===== src/hw/rtl/block_pool_bump_allocator_defines.svh =====
// Assertion macros for the block pool bump allocator.
// Used by the top level; expects clk_i and rst_ni in scope.
`ifndef BLOCK_POOL_BUMP_ALLOCATOR_DEFINES_SVH
`define BLOCK_POOL_BUMP_ALLOCATOR_DEFINES_SVH

// Same-cycle implication, checked out of reset.
`define BPA_ASSERT_IMPL(lbl, pre, post) \
  lbl: assert property (@(posedge clk_i) disable iff (!rst_ni) (pre) |-> (post)) \
    else $error("bpba: same-cycle check failed");

// Next-cycle implication, checked out of reset.
`define BPA_ASSERT_NEXT(lbl, pre, post) \
  lbl: assert property (@(posedge clk_i) disable iff (!rst_ni) (pre) |=> (post)) \
    else $error("bpba: next-cycle check failed");

`endif


===== src/hw/rtl/bpba_pkg.sv =====
// Shared types and constants of the block pool bump allocator.
// No dependencies; imported by every module of the block.
`timescale 1ns / 1ps
`default_nettype none

package bpba_pkg;

  localparam int unsigned ALIGN_BYTES     = 32;
  localparam int unsigned NODE_HEADER     = 32;
  localparam int unsigned NEW_BLOCK_START =
      ((NODE_HEADER + ALIGN_BYTES - 1) / ALIGN_BYTES) * ALIGN_BYTES;

  localparam logic [16:0] SMALL_LIMIT     = 17'd4095;
  localparam logic [16:0] POOL_MAX        = 17'h10000;
  localparam logic [16:0] POOL_SIZE_RST   = 17'd4096;
  localparam logic [7:0]  FIRST_START_RST = 8'd56;
  localparam logic [2:0]  COUNT_SAT       = 3'd7;
  localparam logic [2:0]  COUNT_MOVE      = 3'd4;

  typedef enum logic [1:0] {
    CMD_ALLOC_ALIGNED   = 2'd0,
    CMD_ALLOC_UNALIGNED = 2'd1,
    CMD_RESET_ALL       = 2'd2,
    CMD_NOP             = 2'd3
  } cmd_e;

  typedef enum logic [1:0] {
    ST_OK         = 2'd0,
    ST_TOO_LARGE  = 2'd1,
    ST_CHAIN_FULL = 2'd2
  } status_e;

  typedef enum logic {
    REG_POOL_SIZE   = 1'b0,
    REG_FIRST_START = 1'b1
  } reg_idx_e;

  typedef enum logic [3:0] {
    S_IDLE,
    S_CHECK,
    S_CLEAR,
    S_SRCH_RD,
    S_SRCH_EV,
    S_WALK_RD,
    S_WALK_EV,
    S_APPEND,
    S_DONE
  } ctrl_state_e;

  typedef struct packed {
    logic [1:0]  command;
    logic [16:0] request_size;
  } alloc_req_t;

  typedef struct packed {
    logic [1:0]  status;
    logic [3:0]  block_index;
    logic [16:0] byte_offset;
    logic        block_added;
  } alloc_rsp_t;

  typedef struct packed {
    logic    load_req;
    logic    idx_from_cur;
    logic    idx_from_zero;
    logic    idx_inc;
    logic    fill_rd;
    logic    fill_commit;
    logic    fill_clr;
    logic    cnt_rd;
    logic    cnt_wr;
    logic    append;
    logic    res_set;
    status_e res_status;
  } dp_cmd_t;

  typedef struct packed {
    cmd_e command;
    logic too_large;
    logic idx_at_end;
    logic walk_at_end;
    logic fit;
    logic chain_full;
  } dp_stat_t;

endpackage

`default_nettype wire


===== src/hw/rtl/bpba_ctrl.sv =====
// Controller state machine of the block pool bump allocator.
// Depends on bpba_pkg; drives bpba_datapath through dp_cmd_t.
`timescale 1ns / 1ps
`default_nettype none

module bpba_ctrl
  import bpba_pkg::*;
(
  input  wire logic     clk_i,
  input  wire logic     rst_ni,
  input  wire logic     start_i,
  input  wire dp_stat_t stat_i,
  output      dp_cmd_t  cmd_o,
  output      logic     busy_o,
  output      logic     done_o
);

  ctrl_state_e state_q, state_d;

  always_ff @(posedge clk_i or negedge rst_ni) begin
    if (!rst_ni) begin
      state_q <= S_IDLE;
    end else begin
      state_q <= state_d;
    end
  end

  // Next state
  always_comb begin
    state_d = state_q;
    unique case (state_q)
      S_IDLE: begin
        if (start_i) state_d = S_CHECK;
      end
      S_CHECK: begin
        unique case (stat_i.command)
          CMD_RESET_ALL: state_d = S_CLEAR;
          CMD_NOP:       state_d = S_DONE;
          CMD_ALLOC_ALIGNED,
          CMD_ALLOC_UNALIGNED: begin
            state_d = stat_i.too_large ? S_DONE : S_SRCH_RD;
          end
        endcase
      end
      S_CLEAR: begin
        if (stat_i.idx_at_end) state_d = S_DONE;
      end
      S_SRCH_RD: begin
        priority if (!stat_i.idx_at_end) state_d = S_SRCH_EV;
        else if (stat_i.chain_full)      state_d = S_DONE;
        else                             state_d = S_WALK_RD;
      end
      S_SRCH_EV: begin
        state_d = stat_i.fit ? S_DONE : S_SRCH_RD;
      end
      S_WALK_RD: begin
        state_d = stat_i.walk_at_end ? S_APPEND : S_WALK_EV;
      end
      S_WALK_EV: state_d = S_WALK_RD;
      S_APPEND:  state_d = S_DONE;
      S_DONE:    state_d = S_IDLE;
      default:   state_d = S_IDLE;
    endcase
  end

  // Outputs
  always_comb begin
    cmd_o            = '0;
    cmd_o.res_status = ST_OK;
    busy_o           = 1'b1;
    done_o           = 1'b0;
    unique case (state_q)
      S_IDLE: begin
        busy_o         = 1'b0;
        cmd_o.load_req = start_i;
      end
      S_CHECK: begin
        unique case (stat_i.command)
          CMD_RESET_ALL: cmd_o.idx_from_zero = 1'b1;
          CMD_NOP:       cmd_o.res_set = 1'b1;
          CMD_ALLOC_ALIGNED,
          CMD_ALLOC_UNALIGNED: begin
            if (stat_i.too_large) begin
              cmd_o.res_set    = 1'b1;
              cmd_o.res_status = ST_TOO_LARGE;
            end else begin
              cmd_o.idx_from_cur = 1'b1;
            end
          end
        endcase
      end
      S_CLEAR: begin
        if (stat_i.idx_at_end) begin
          cmd_o.res_set = 1'b1;
        end else begin
          cmd_o.fill_clr = 1'b1;
          cmd_o.idx_inc  = 1'b1;
        end
      end
      S_SRCH_RD: begin
        priority if (!stat_i.idx_at_end) begin
          cmd_o.fill_rd = 1'b1;
        end else if (stat_i.chain_full) begin
          cmd_o.res_set    = 1'b1;
          cmd_o.res_status = ST_CHAIN_FULL;
        end else begin
          cmd_o.idx_from_cur = 1'b1;
        end
      end
      S_SRCH_EV: begin
        if (stat_i.fit) cmd_o.fill_commit = 1'b1;
        else            cmd_o.idx_inc     = 1'b1;
      end
      S_WALK_RD: begin
        if (!stat_i.walk_at_end) cmd_o.cnt_rd = 1'b1;
      end
      S_WALK_EV: begin
        cmd_o.cnt_wr  = 1'b1;
        cmd_o.idx_inc = 1'b1;
      end
      S_APPEND: cmd_o.append = 1'b1;
      S_DONE:   done_o = 1'b1;
      default:  busy_o = 1'b1;
    endcase
  end

endmodule

`default_nettype wire


===== src/hw/rtl/bpba_datapath.sv =====
// Datapath of the block pool bump allocator: fill offset and failure
// count memories, chain registers and the fit check. Depends on bpba_pkg.
`timescale 1ns / 1ps
`default_nettype none

module bpba_datapath
  import bpba_pkg::*;
#(
  parameter int unsigned MAX_BLOCKS = 16
) (
  input  wire logic        clk_i,
  input  wire logic        rst_ni,
  input  wire dp_cmd_t     cmd_i,
  input  wire alloc_req_t  req_i,
  input  wire logic [16:0] pool_size_i,
  input  wire logic [7:0]  first_start_i,
  output      dp_stat_t    stat_o,
  output      alloc_rsp_t  rsp_o
);

  localparam int unsigned IDX_W = (MAX_BLOCKS > 1) ? $clog2(MAX_BLOCKS) : 1;
  localparam int unsigned CNT_W = $clog2(MAX_BLOCKS + 1);
  localparam logic [17:0] ALIGN_MASK = 18'(ALIGN_BYTES - 1);

  logic [16:0] fill_mem [MAX_BLOCKS];
  logic [2:0]  cnt_mem  [MAX_BLOCKS];

  alloc_req_t  req_q;
  logic [CNT_W-1:0] idx_q, biu_q;
  logic [IDX_W-1:0] cur_q, newcur_q;
  logic        f0_valid_q, c0_valid_q;
  logic [16:0] fill_rdata_q;
  logic [2:0]  cnt_rdata_q;

  logic [1:0]       res_status_q;
  logic [IDX_W-1:0] res_idx_q;
  logic [16:0]      res_off_q;
  logic             res_added_q;

  logic [IDX_W-1:0] idx;
  logic [IDX_W-1:0] biu_idx;
  logic        idx_zero;
  logic [16:0] pool_eff, limit;
  logic [17:0] base, blk_end, fill_val, m_val, m_next;
  logic        fit;
  logic [2:0]  cnt_old, cnt_new;
  logic [17:0] new_fill;

  logic        fill_we;
  logic [IDX_W-1:0] fill_wa;
  logic [16:0] fill_wd;
  logic        cnt_we;
  logic [IDX_W-1:0] cnt_wa;
  logic [2:0]  cnt_wd;

  assign idx      = idx_q[IDX_W-1:0];
  assign biu_idx  = biu_q[IDX_W-1:0];
  assign idx_zero = (idx_q == '0);

  // Effective pool size and small request limit
  assign pool_eff = (pool_size_i > POOL_MAX) ? POOL_MAX : pool_size_i;
  assign limit    = (pool_eff < SMALL_LIMIT) ? pool_eff : SMALL_LIMIT;

  // Fit check for the entry at idx
  assign base     = idx_zero ? {10'd0, first_start_i} : 18'(NODE_HEADER);
  assign blk_end  = base + {1'b0, pool_eff};
  assign fill_val = (idx_zero && !f0_valid_q) ? {10'd0, FIRST_START_RST}
                                              : {1'b0, fill_rdata_q};
  assign m_val    = (cmd_e'(req_q.command) == CMD_ALLOC_ALIGNED)
                  ? ((fill_val + ALIGN_MASK) & ~ALIGN_MASK) : fill_val;
  assign fit      = (m_val <= blk_end) &&
                    ((blk_end - m_val) >= {1'b0, req_q.request_size});
  assign m_next   = m_val + {1'b0, req_q.request_size};
  assign new_fill = 18'(NEW_BLOCK_START) + {1'b0, req_q.request_size};

  // Failure count update, saturating
  assign cnt_old = (idx_zero && !c0_valid_q) ? 3'd0 : cnt_rdata_q;
  assign cnt_new = (cnt_old < COUNT_SAT) ? (cnt_old + 3'd1) : cnt_old;

  // Memory write ports
  always_comb begin
    fill_we = 1'b0;
    fill_wa = idx;
    fill_wd = m_next[16:0];
    priority if (cmd_i.fill_commit) begin
      fill_we = 1'b1;
    end else if (cmd_i.fill_clr) begin
      fill_we = 1'b1;
      fill_wd = base[16:0];
    end else if (cmd_i.append) begin
      fill_we = 1'b1;
      fill_wa = biu_idx;
      fill_wd = new_fill[16:0];
    end else begin
      fill_we = 1'b0;
    end
  end

  always_comb begin
    cnt_we = cmd_i.cnt_wr || cmd_i.append;
    cnt_wa = cmd_i.append ? biu_idx : idx;
    cnt_wd = cmd_i.append ? 3'd0 : cnt_new;
  end

  always_ff @(posedge clk_i) begin
    if (fill_we) fill_mem[fill_wa] <= fill_wd;
    if (cmd_i.fill_rd) fill_rdata_q <= fill_mem[idx];
  end

  always_ff @(posedge clk_i) begin
    if (cnt_we) cnt_mem[cnt_wa] <= cnt_wd;
    if (cmd_i.cnt_rd) cnt_rdata_q <= cnt_mem[idx];
  end

  // Chain state
  always_ff @(posedge clk_i or negedge rst_ni) begin
    if (!rst_ni) begin
      biu_q      <= CNT_W'(1);
      cur_q      <= '0;
      f0_valid_q <= 1'b0;
      c0_valid_q <= 1'b0;
    end else begin
      if (fill_we && (fill_wa == '0)) f0_valid_q <= 1'b1;
      if (cmd_i.cnt_wr && idx_zero)   c0_valid_q <= 1'b1;
      if (cmd_i.append) begin
        biu_q <= biu_q + CNT_W'(1);
        cur_q <= newcur_q;
      end
    end
  end

  // Request, walk index and results
  always_ff @(posedge clk_i) begin
    if (cmd_i.load_req) req_q <= req_i;
    priority if (cmd_i.idx_from_zero) begin
      idx_q <= '0;
    end else if (cmd_i.idx_from_cur) begin
      idx_q    <= CNT_W'(cur_q);
      newcur_q <= cur_q;
    end else if (cmd_i.idx_inc) begin
      idx_q <= idx_q + CNT_W'(1);
    end else begin
      idx_q <= idx_q;
    end
    if (cmd_i.cnt_wr && (cnt_old > COUNT_MOVE)) newcur_q <= idx + IDX_W'(1);

    priority if (cmd_i.res_set) begin
      res_status_q <= cmd_i.res_status;
      res_idx_q    <= '0;
      res_off_q    <= '0;
      res_added_q  <= 1'b0;
    end else if (cmd_i.fill_commit) begin
      res_status_q <= ST_OK;
      res_idx_q    <= idx;
      res_off_q    <= m_val[16:0];
      res_added_q  <= 1'b0;
    end else if (cmd_i.append) begin
      res_status_q <= ST_OK;
      res_idx_q    <= biu_idx;
      res_off_q    <= 17'(NEW_BLOCK_START);
      res_added_q  <= 1'b1;
    end else begin
      res_status_q <= res_status_q;
    end
  end

  always_comb begin
    stat_o.command     = cmd_e'(req_q.command);
    stat_o.too_large   = (req_q.request_size > limit);
    stat_o.idx_at_end  = (idx_q >= biu_q);
    stat_o.walk_at_end = ({1'b0, idx_q} + (CNT_W+1)'(1)) >= {1'b0, biu_q};
    stat_o.fit         = fit;
    stat_o.chain_full  = (biu_q == CNT_W'(MAX_BLOCKS));
  end

  assign rsp_o.status      = res_status_q;
  assign rsp_o.block_index = 4'(res_idx_q);
  assign rsp_o.byte_offset = res_off_q;
  assign rsp_o.block_added = res_added_q;

endmodule

`default_nettype wire


===== src/hw/rtl/block_pool_bump_allocator.sv =====
// Block pool bump allocator: top level with the APB register file.
// Depends on bpba_pkg, bpba_ctrl, bpba_datapath and the defines header.
//
// Issue a command word on req_i with start high while busy is low; it is
// taken at that edge. Commands: aligned alloc, unaligned alloc, rewind all
// blocks, no-op. One result word follows on rsp_o, marked by done_o for a
// single cycle; the receiver cannot stall and must take it then. busy stays
// high from the cycle after acceptance through the done cycle, so the next
// word is taken in the cycle after done at the earliest.
// The first-fit search and the failure-count walk each visit one block at a
// time, in a read state and then an evaluate state, through the registered
// read port of their memory.
// Reset clears the chain to one block with its fill offset at the reset value
// of first_block_start; no clearing pass is needed.
// Registers (APB, byte address 4*i): pool_size, first_block_start; write them
// only while busy is low.
`timescale 1ns / 1ps
`default_nettype none
`include "block_pool_bump_allocator_defines.svh"

module block_pool_bump_allocator
  import bpba_pkg::*;
#(
  parameter int unsigned MAX_BLOCKS = 16
) (
  input  wire logic        clk_i,
  input  wire logic        rst_ni,
  // command channel
  input  wire logic        start,
  output      logic        busy,
  input  wire alloc_req_t  req_i,
  // result channel
  output      logic        done_o,
  output      alloc_rsp_t  rsp_o,
  // configuration port
  input  wire logic        psel,
  input  wire logic        penable,
  input  wire logic        pwrite,
  input  wire logic [2:0]  paddr,
  input  wire logic [31:0] pwdata,
  output      logic [31:0] prdata,
  output      logic        pready
);

  logic [16:0] pool_size_q;
  logic [7:0]  first_start_q;
  logic        cfg_wr;
  reg_idx_e    reg_sel;
  dp_cmd_t     dp_cmd;
  dp_stat_t    dp_stat;

  // Register file: decode on the word address, ignore the byte lanes
  assign pready  = 1'b1;
  assign reg_sel = reg_idx_e'(paddr[2]);
  assign cfg_wr  = psel && penable && pwrite && pready;

  always_ff @(posedge clk_i or negedge rst_ni) begin
    if (!rst_ni) begin
      pool_size_q   <= POOL_SIZE_RST;
      first_start_q <= FIRST_START_RST;
    end else if (cfg_wr) begin
      unique case (reg_sel)
        REG_POOL_SIZE:   pool_size_q   <= pwdata[16:0];
        REG_FIRST_START: first_start_q <= pwdata[7:0];
      endcase
    end
  end

  always_comb begin
    unique case (reg_sel)
      REG_POOL_SIZE:   prdata = {15'd0, pool_size_q};
      REG_FIRST_START: prdata = {24'd0, first_start_q};
    endcase
  end

  // Sequencer: a read state and an evaluate state for each block of the search or walk
  bpba_ctrl u_ctrl (
    .clk_i  (clk_i),
    .rst_ni (rst_ni),
    .start_i(start),
    .stat_i (dp_stat),
    .cmd_o  (dp_cmd),
    .busy_o (busy),
    .done_o (done_o)
  );

  // Memories, chain registers and the fit check
  bpba_datapath #(
    .MAX_BLOCKS(MAX_BLOCKS)
  ) u_datapath (
    .clk_i        (clk_i),
    .rst_ni       (rst_ni),
    .cmd_i        (dp_cmd),
    .req_i        (req_i),
    .pool_size_i  (pool_size_q),
    .first_start_i(first_start_q),
    .stat_o       (dp_stat),
    .rsp_o        (rsp_o)
  );

  // An accepted word keeps the block busy in the next cycle
  `BPA_ASSERT_NEXT(a_accept_busy, start && !busy, busy)
  // One result word per command: the strobe is never held high across a clock edge
  `BPA_ASSERT_NEXT(a_done_single, done_o, !done_o)
  // The result appears only while the block is still marked busy
  `BPA_ASSERT_IMPL(a_done_busy, done_o, busy)
  // A failed request carries no placement
  `BPA_ASSERT_IMPL(a_fail_clean, done_o && (rsp_o.status != ST_OK),
                   !rsp_o.block_added && (rsp_o.byte_offset == '0))

endmodule

`default_nettype wire

===== config.mk =====
export PLATFORM = sky130hd
export DESIGN_NAME = block_pool_bump_allocator
export DESIGN_NICKNAME = d
export VERILOG_FILES = /design/src/hw/rtl/bpba_pkg.sv /design/src/hw/rtl/bpba_ctrl.sv /design/src/hw/rtl/bpba_datapath.sv /design/src/hw/rtl/block_pool_bump_allocator.sv
export VERILOG_INCLUDE_DIRS = /design/src /design/src/hw/rtl
export SDC_FILE = /design/constraint.sdc
export NUM_CORES = 1
export LEC_CHECK = 0
export ABC_CLOCK_PERIOD_IN_PS = 10500
export BUFFER_PORTS_ARGS = -buffer_cell sky130_fd_sc_hd__buf_2
export CORE_AREA = 4 4 201 203
export CTS_BUF_LIST = sky130_fd_sc_hd__clkbuf_4
export DETAILED_ROUTE_END_ITERATION = 8
export DIE_AREA = 0 0 205 207
export GPL_TIMING_DRIVEN = 0
export PLACE_DENSITY = 0.73
export SLEW_MARGIN = 20
export SYNTH_ARGS = -nofsm -noshare
export SYNTH_HDL_FRONTEND = slang
export SYNTH_SLANG_ARGS = --single-unit

===== constraint.sdc =====
create_clock -name clk_i -period 10.5 [get_ports clk_i]
set_input_delay 1.575 -clock clk_i [delete_from_list [all_inputs] [get_ports clk_i]]
set_output_delay 1.575 -clock clk_i [all_outputs]
set_load 0.05 [all_outputs]

-- Word-level counts from Yosys, hierarchy flattened
Memories as Yosys holds them, arrays and structs flattened. A register that Yosys moved wholly into a read port is not among the register bits.
Cells that the tools add are included.
- register bits after elaboration: 92
- RAM bits: 320
- bits of input ports: 60
- output and inout port bits: 59
- logic and storage cells: 151
- memories: 2
- add/sub/neg operators: 10
- $lt $le $gt $ge: 9
- eq/ne operators: 15
- muxes and demuxes: 72
- bitwise operators: 1
- reduce and logical (&&, ||, !) cells: 26
- memories (name ; depth ; width ; read ports ; clocked after Yosys merged registers in ; write ports ; line ; source):
    u_datapath.fill_mem ; 16 ; 17 ; 1 ; 1 ; 1 ; bpba_datapath.sv:25 ; logic [16:0] fill_mem [MAX_BLOCKS];
    u_datapath.cnt_mem ; 16 ; 3 ; 1 ; 1 ; 1 ; bpba_datapath.sv:26 ; logic [2:0] cnt_mem [MAX_BLOCKS];
- operators with widths (cell ; number):
    2-to-1 mux 17 bit ; 8
    2-to-1 mux 4 bit ; 16
    one-hot mux 32 bit (2 select lines) ; 1
    one-hot mux 4 bit (8 select lines) ; 1
    2-to-1 mux 1 bit ; 28
    adder 18 x 17 -> 18 bit ; 1
    adder 18 x 5 -> 18 bit (second input constant) ; 1
    greater-or-equal comparator 18 x 17 -> 1 bit ; 1
    <= comparator 18 bit ; 1
    2-to-1 mux 18 bit ; 1
    2-to-1 mux 3 bit ; 6
    subtractor 18 bit ; 1
    adder 17 bit ; 1
    adder 6 x 17 -> 17 bit (first input constant) ; 1
    greater-than comparator 17 bit ; 1
    greater-than comparator 17 bit (second input constant) ; 1
    less-than comparator 17 x 12 -> 1 bit (second input constant) ; 1
    == test 4 x 3 -> 1 bit (second input constant) ; 4
    one-hot mux 4 bit (3 select lines) ; 1
    adder 5 x 1 -> 5 bit (second input constant) ; 2
    == test 4 x 2 -> 1 bit (second input constant) ; 2
    logical AND 1 bit ; 8
    logical NOT 4 bit ; 2
    2-to-1 mux 2 bit ; 4
    other kinds (27) ; 39

-- Longest topological paths before layout
- depth in word-level cells: 13
- depth in mapped cells: 36
- gate-level depth less buffers: 31

-- By module
A second synthesis with hierarchy kept.
- cell total of the unflattened synthesis: 1493
- area, all modules: 21185.3 um2
- modules (own cells, without submodules) (module ; instances ; cells each ; area each (um2) ; seq. area each (um2)):
    bpba_datapath ; 1 ; 1338 ; 19402.4 ; 11777.5
    block_pool_bump_allocator ; 1 ; 90 ; 1286.2 ; 630.6
    bpba_ctrl ; 1 ; 65 ; 496.7 ; 100.1

-- Least setup slack after synthesis
No wires, ideal clock.
- path type: flip-flop to flip-flop
- start point: register u_datapath.idx_q[1]
- end point: memory u_datapath.fill_mem[8][0], enable pin
- setup time: 0.391 ns
- arrival: 7.290 ns
- data required time: 10.109 ns
- slack: 2.819 ns
- stages on the path, launching flop included: 35
- path buffers: 4
- clock period less this slack: 7.681 ns
- cells stage by stage: dfxtp_1 clkbuf_1 clkbuf_1 buf_2 inv_1 ha_1 nor4b_4 clkbuf_1 and2_1 ha_1 fa_1 a21o_1 a21oi_1 o21bai_1 a21oi_1 o21bai_1 a21oi_1 xnor2_1 ha_1 a21oi_1 o21ai_0 o21bai_1 a21oi_1 o21bai_1 a21oi_1 xnor2_1 ha_1 nand2_1 nor3_1 o311ai_0 a41oi_1 o32ai_4 o21ai_1 a31oi_1 nor2_1
- longest elaborated chain between the ends: 13
- elaborated cells on any way between the ends: 23
- those cells by class: add/sub (3); order compare (3); mux (14); reduce/logical (3)
- ends and longest elaborated chain (element ; line ; source):
    from (decl) ; bpba_datapath.sv:29 ; logic [CNT_W-1:0] idx_q, biu_q;
    from (signal assigned) ; bpba_datapath.sv:138 ; idx_q <= CNT_W'(cur_q);
    from (signal assigned) ; bpba_datapath.sv:141 ; idx_q <= idx_q + CNT_W'(1);
    from (signal assigned) ; bpba_datapath.sv:143 ; idx_q <= idx_q;
    logical NOT 5 bit ; bpba_datapath.sv:58 ; assign idx_zero = (idx_q == '0);
    logical AND 1 bit ; bpba_datapath.sv:67 ; assign fill_val = (idx_zero && !f0_valid_q) ? {10'd0, FIRST_START_RST}
    2-to-1 mux 17 bit ; bpba_datapath.sv:67 ;
    adder 18 x 5 -> 18 bit ; bpba_datapath.sv:70 ; ? ((fill_val + ALIGN_MASK) & ~ALIGN_MASK) : fill_val;
    2-to-1 mux 18 bit ; bpba_datapath.sv:70 ;
    subtractor 18 bit ; bpba_datapath.sv:72 ; ((blk_end - m_val) >= {1'b0, req_q.request_size});
    greater-or-equal comparator 18 x 17 -> 1 bit ; bpba_datapath.sv:72 ;
    logical AND 1 bit ; bpba_datapath.sv:71 ; assign fit = (m_val <= blk_end) &&
    2-to-1 mux 1 bit ; bpba_ctrl.sv:111 ; if (stat_i.fit) cmd_o.fill_commit = 1'b1;
    2-to-1 mux 1 bit ; bpba_ctrl.sv:72 ; unique case (state_q)
    2-to-1 mux 1 bit ; bpba_datapath.sv:85 ; priority if (cmd_i.fill_commit) begin
    2-to-1 mux 1 bit ; bpba_datapath.sv:106 ; if (fill_we) fill_mem[fill_wa] <= fill_wd;
    2-to-1 mux 1 bit (not written as such) ; bpba_datapath.sv:106 ;
    to (decl) ; bpba_datapath.sv:25 ;
Several ways; a longest one is shown, not always the timed one.

-- Final worst setup path
- start point: register u_datapath.idx_q[1]
- end point: memory u_datapath.fill_mem[13][12], enable pin
Same word-level chain as after synthesis.

==> impl_metrics.csv <==
group,metric,value,unit
run_status,status,"completed",
critical_path,rr_worst_depth,35,
yosys,async_reset_ff_share,9.259,%
layout,fillers,2951,
place,place_inst,2139,
critical_path,cp.arrival,10.47,ns
layout,layout.nets,1889,
die,core_area,38470,sq um
timing,slew_headroom,21.51,%
yosys,yosysTopAreaCell,"edfxtp_1",
timing,setup_violations,0,
layout,stdcell_count,2341,
yosys,synthCells,1497,
timing,hold_viol_final,0,
critical_path,critPathKind,"register to register",
die,rows,72,
layout,area_delta_synth_final,14.55,%
yosys,synth_area,21120,sq um
detailed_routing,viasPerCell,5.854,
critical_path,cp_top_family,"compound AO/OA/AOI/OAI gates",
timing,tightest_slew,1.172,ns
place,place.gp.congestion,0.9581,
timing,finalCritPeriodShare,95.08,%
yosys,synth_top_cells_by_count,"365 x edfxtp_1, 103 x nor2_1, 100 x mux4_2",
layout,final_layout_size_suffix_gt1_share,27.83,%
clock_network,clk_pin_slew,0.07,ns
clock_network,clk_latency,0.82,ns
power_and_ir_drop,powerDensity,266.9,nW/um^2
critical_path,cpMostUsedCell,"a21oi_1",
detailed_routing,drt_iter0_markers,1185,
place,dp_hpwl,38510,microns
detailed_routing,num_vias,13700,
timing,grt_setup_unrepaired,"false",
layout,utilization,62.88,%
die,die_h,207,microns
detailed_routing,drtPass1Iterations,5,
timing,drv_slew,0,
die,die_area,42440,sq um
run,cap_viol_max_count,0,
critical_path,path_max_fanout,11,
clock_network,clock-root-buffer,"clkbuf_4",
yosys,synth_seq_cells,432,
yosys,synth.avg_cell_area,14.11,sq um
detailed_routing,wl,52310,microns
place,io_buffers,84,
global_routing,antenna_found_initial,1,
critical_path,slowest_stage,"nor2_2",
die,initial_core_util,54.90,%
critical_path,endpoint_kind,"register",
clock_network,cts_buffers,108,
critical_path,critical_path_buf_inv_count,6,
yosys,synth-seq-area-share,59.23,%
hold_path,hold_depth,2,
yosys,synth_edf_count,365,
yosys,synth_ff_type,"edfxtp_1",
critical_path,start_kind,"register",
clock_network,cts_tree,"built",
global_routing,grt_usage,24.51,%
timing,max_freq,100.2,MHz
global_routing,grt_pass1_vias,13840,
critical_path,worst-path-stages,35,
yosys,ys_warn_count,0,
clock_network,numClockSinks,432,
detailed_routing,post-route-drc-count,0,
die,io_pins,119,
power_and_ir_drop,p_leak,8.933,nW
hold_path,hold_class,"register to register",
yosys,synth_top_area_share,51.90,%
global_routing,grt_pass1_wl,79230,microns
timing,fin_crit,9.984,ns
detailed_routing,ant_nets,0,
clock_network,clock_path_buffers,3,
yosys,yosysMostFrequentCell,"edfxtp_1",
power_and_ir_drop,vdd_drop_max,0.0001031,V
timing,fin_skew,0.04867,ns
die,die_w,205,microns
critical_path,worstPathRequired,10.99,ns
detailed_routing,wire_per_inst,22.34,microns
clock_network,h-tree-depth,3,
yosys,synth_cell_types,78,
yosys,synth_top_cells_by_area,"edfxtp_1 52%, mux4_2 11%, ha_1 5.5%, dfrtp_1 4.1%, dfxtp_1 2.6%",
global_routing,grt-ovfl-total,0,
critical_path,max_stage_delay,0.58,ns
global_routing,grt_max_degree,41,
-- report_power, final --
group / switching [W] / internal [W] / total [W]
clock network: 0.000689 / 0.000775 / 0.00146
logic: 0.00162 / 0.000975 / 0.00259
registers: 0.000113 / 0.00229 / 0.00240
-- cell families after synthesis --
logic type,count (synthesis),share of synthesized area [%]
AOI/OAI and AO/OA,221,6.849
other,2,0.03556
DFF,432,59.23
adders and majority gates,96,5.795
muxes,152,13.37
and+or+nand+nor,392,9.190
buffers and inverters,137,2.838
xor gates and xnor gates,65,2.696
-- cell type report --
cell class | count | area, sq um | share of cell area [%]
antenna | 1 | 2.502 | 0.01035
buffer | 72 | 357.8 | 1.479
clock buffer | 159 | 1194 | 4.935
clock inverter | 40 | 266.5 | 1.102
inverter | 65 | 244.0 | 1.009
multi-input combinational | 948 | 8262 | 34.15
sequential | 432 | 12510 | 51.71
tap | 518 | 648.1 | 2.679
timing repair buffer | 106 | 706.9 | 2.922
-- worst paths after layout --
kind	startpoint	endpoint	slack (ns)
max in group asynchronous	rst_ni	pool_size_q[13]$_DFFE_PN0P_	8.96
worst min-delay path	u_datapath.newcur_q[2]$_DFFE_PP_	u_datapath.cur_q[2]$_DFFE_PN0P_	0.45
min in group asynchronous	rst_ni	u_ctrl.state_q[0]$_DFFE_PN0P_	0.92
worst max-delay path	u_datapath.idx_q[1]$_SDFFE_PP0P_	u_datapath.fill_mem[13][12]$_DFFE_PP_	0.52
worst max register to register	u_datapath.idx_q[1]$_SDFFE_PP0P_	u_datapath.fill_mem[13][12]$_DFFE_PP_	0.52
worst min register to register	u_datapath.newcur_q[2]$_DFFE_PP_	u_datapath.cur_q[2]$_DFFE_PN0P_	0.45
-- sequential cells by signal, summed over array words and instances (netlist names), 2 cells and up --
name	count
u_datapath.fill_rdata_q	17
pool_size_q	17
u_datapath.res_status_q	2
u_datapath.idx_q	5
u_datapath.biu_q	5
u_datapath.newcur_q	4
u_datapath.res_idx_q	4
u_datapath.req_q	17
u_datapath.cnt_mem	48
u_datapath.cnt_rdata_q	3
u_ctrl.state_q	4
u_datapath.cur_q	4
u_datapath.fill_mem	272
u_datapath.stat_o	2
u_datapath.res_off_q	17
first_start_q	8
-- routing by layer --
| metal | part of all wire, % | vias to the layer above | global-route usage (%) |
|---|---|---|---|
| li1 | - | 6236 | - |
| met1 | 40 | 6744 | 32.24 |
| met2 | 48 | 596 | 39.69 |
| met3 | 7.5 | 128 | 5.224 |
| met4 | 4.0 | 0 | 10.65 |
| met5 | 0 | - | 0 |
-- worst reg2reg max path, delay by kind of cell, from the launching register on --
kind / cells / cell delay [ns]
flip-flops: 1 / 0.37
AO/OA/AOI/OAI: 17 / 4.29
adder cells (fa/ha/maj): 5 / 1.56
AND/OR/NAND/NOR: 5 / 1.43
buffers and inverters: 6 / 1.71
XOR/XNOR: 2 / 0.29
-- cells in the final DEF, fill, tap and decap left out, types with 11 or more instances in the layout --
cell type | netlist | final
a21o_1 | 11 | 11
a21oi_1 | 67 | 58
and2_1 | 21 | 21
and3_1 | 13 | 12
buf_2 | 5 | 89
buf_4 | 17 | 20
buf_8 | 0 | 11
clkbuf_1 | 38 | 36
clkbuf_4 | 0 | 159
clkinv_1 | 1 | 29
conb_1 | 2 | 22
dfrtp_1 | 35 | 35
dfxtp_1 | 27 | 27
edfxtp_1 | 365 | 365
ha_1 | 93 | 93
inv_1 | 64 | 64
mux2_2 | 37 | 37
mux2i_1 | 14 | 14
mux4_2 | 100 | 100
nand2_1 | 97 | 97
nand2b_1 | 25 | 25
nand3_1 | 25 | 25
nor2_1 | 103 | 85
nor2_2 | 1 | 13
nor2b_1 | 32 | 32
nor3_1 | 30 | 30
o21ai_0 | 45 | 45
xnor2_1 | 47 | 47
xor2_1 | 18 | 18
-- per-stage QoR --
stage	cell area (sq um)	hold WS, ns	setup slack, ns	TNS [ns]	power [W]
3_5_place_dp	22590	0.4363	0.3376	0	0.004963
3_3_place_gp	22260	0.4212	-0.1847	-26.12	0.004858
4_1_cts	24050	0.4512	0.2632	0	0.006443
2_1_floorplan	21190	0.4146	2.819	0	0.004204
5_1_grt	24190	0.4760	0.08170	0	0.006828
6_report	24190	0.4485	0.5162	0	0.006456
-- repair_timing --
item | 4_1_cts | 5_1_grt
buffers inserted | 0 | 1
hold buffers | 0 | 0
gates resized for setup | 0 | 10
setup endpoints to repair | 0 | 241
(Power assumes the default switching activity.)
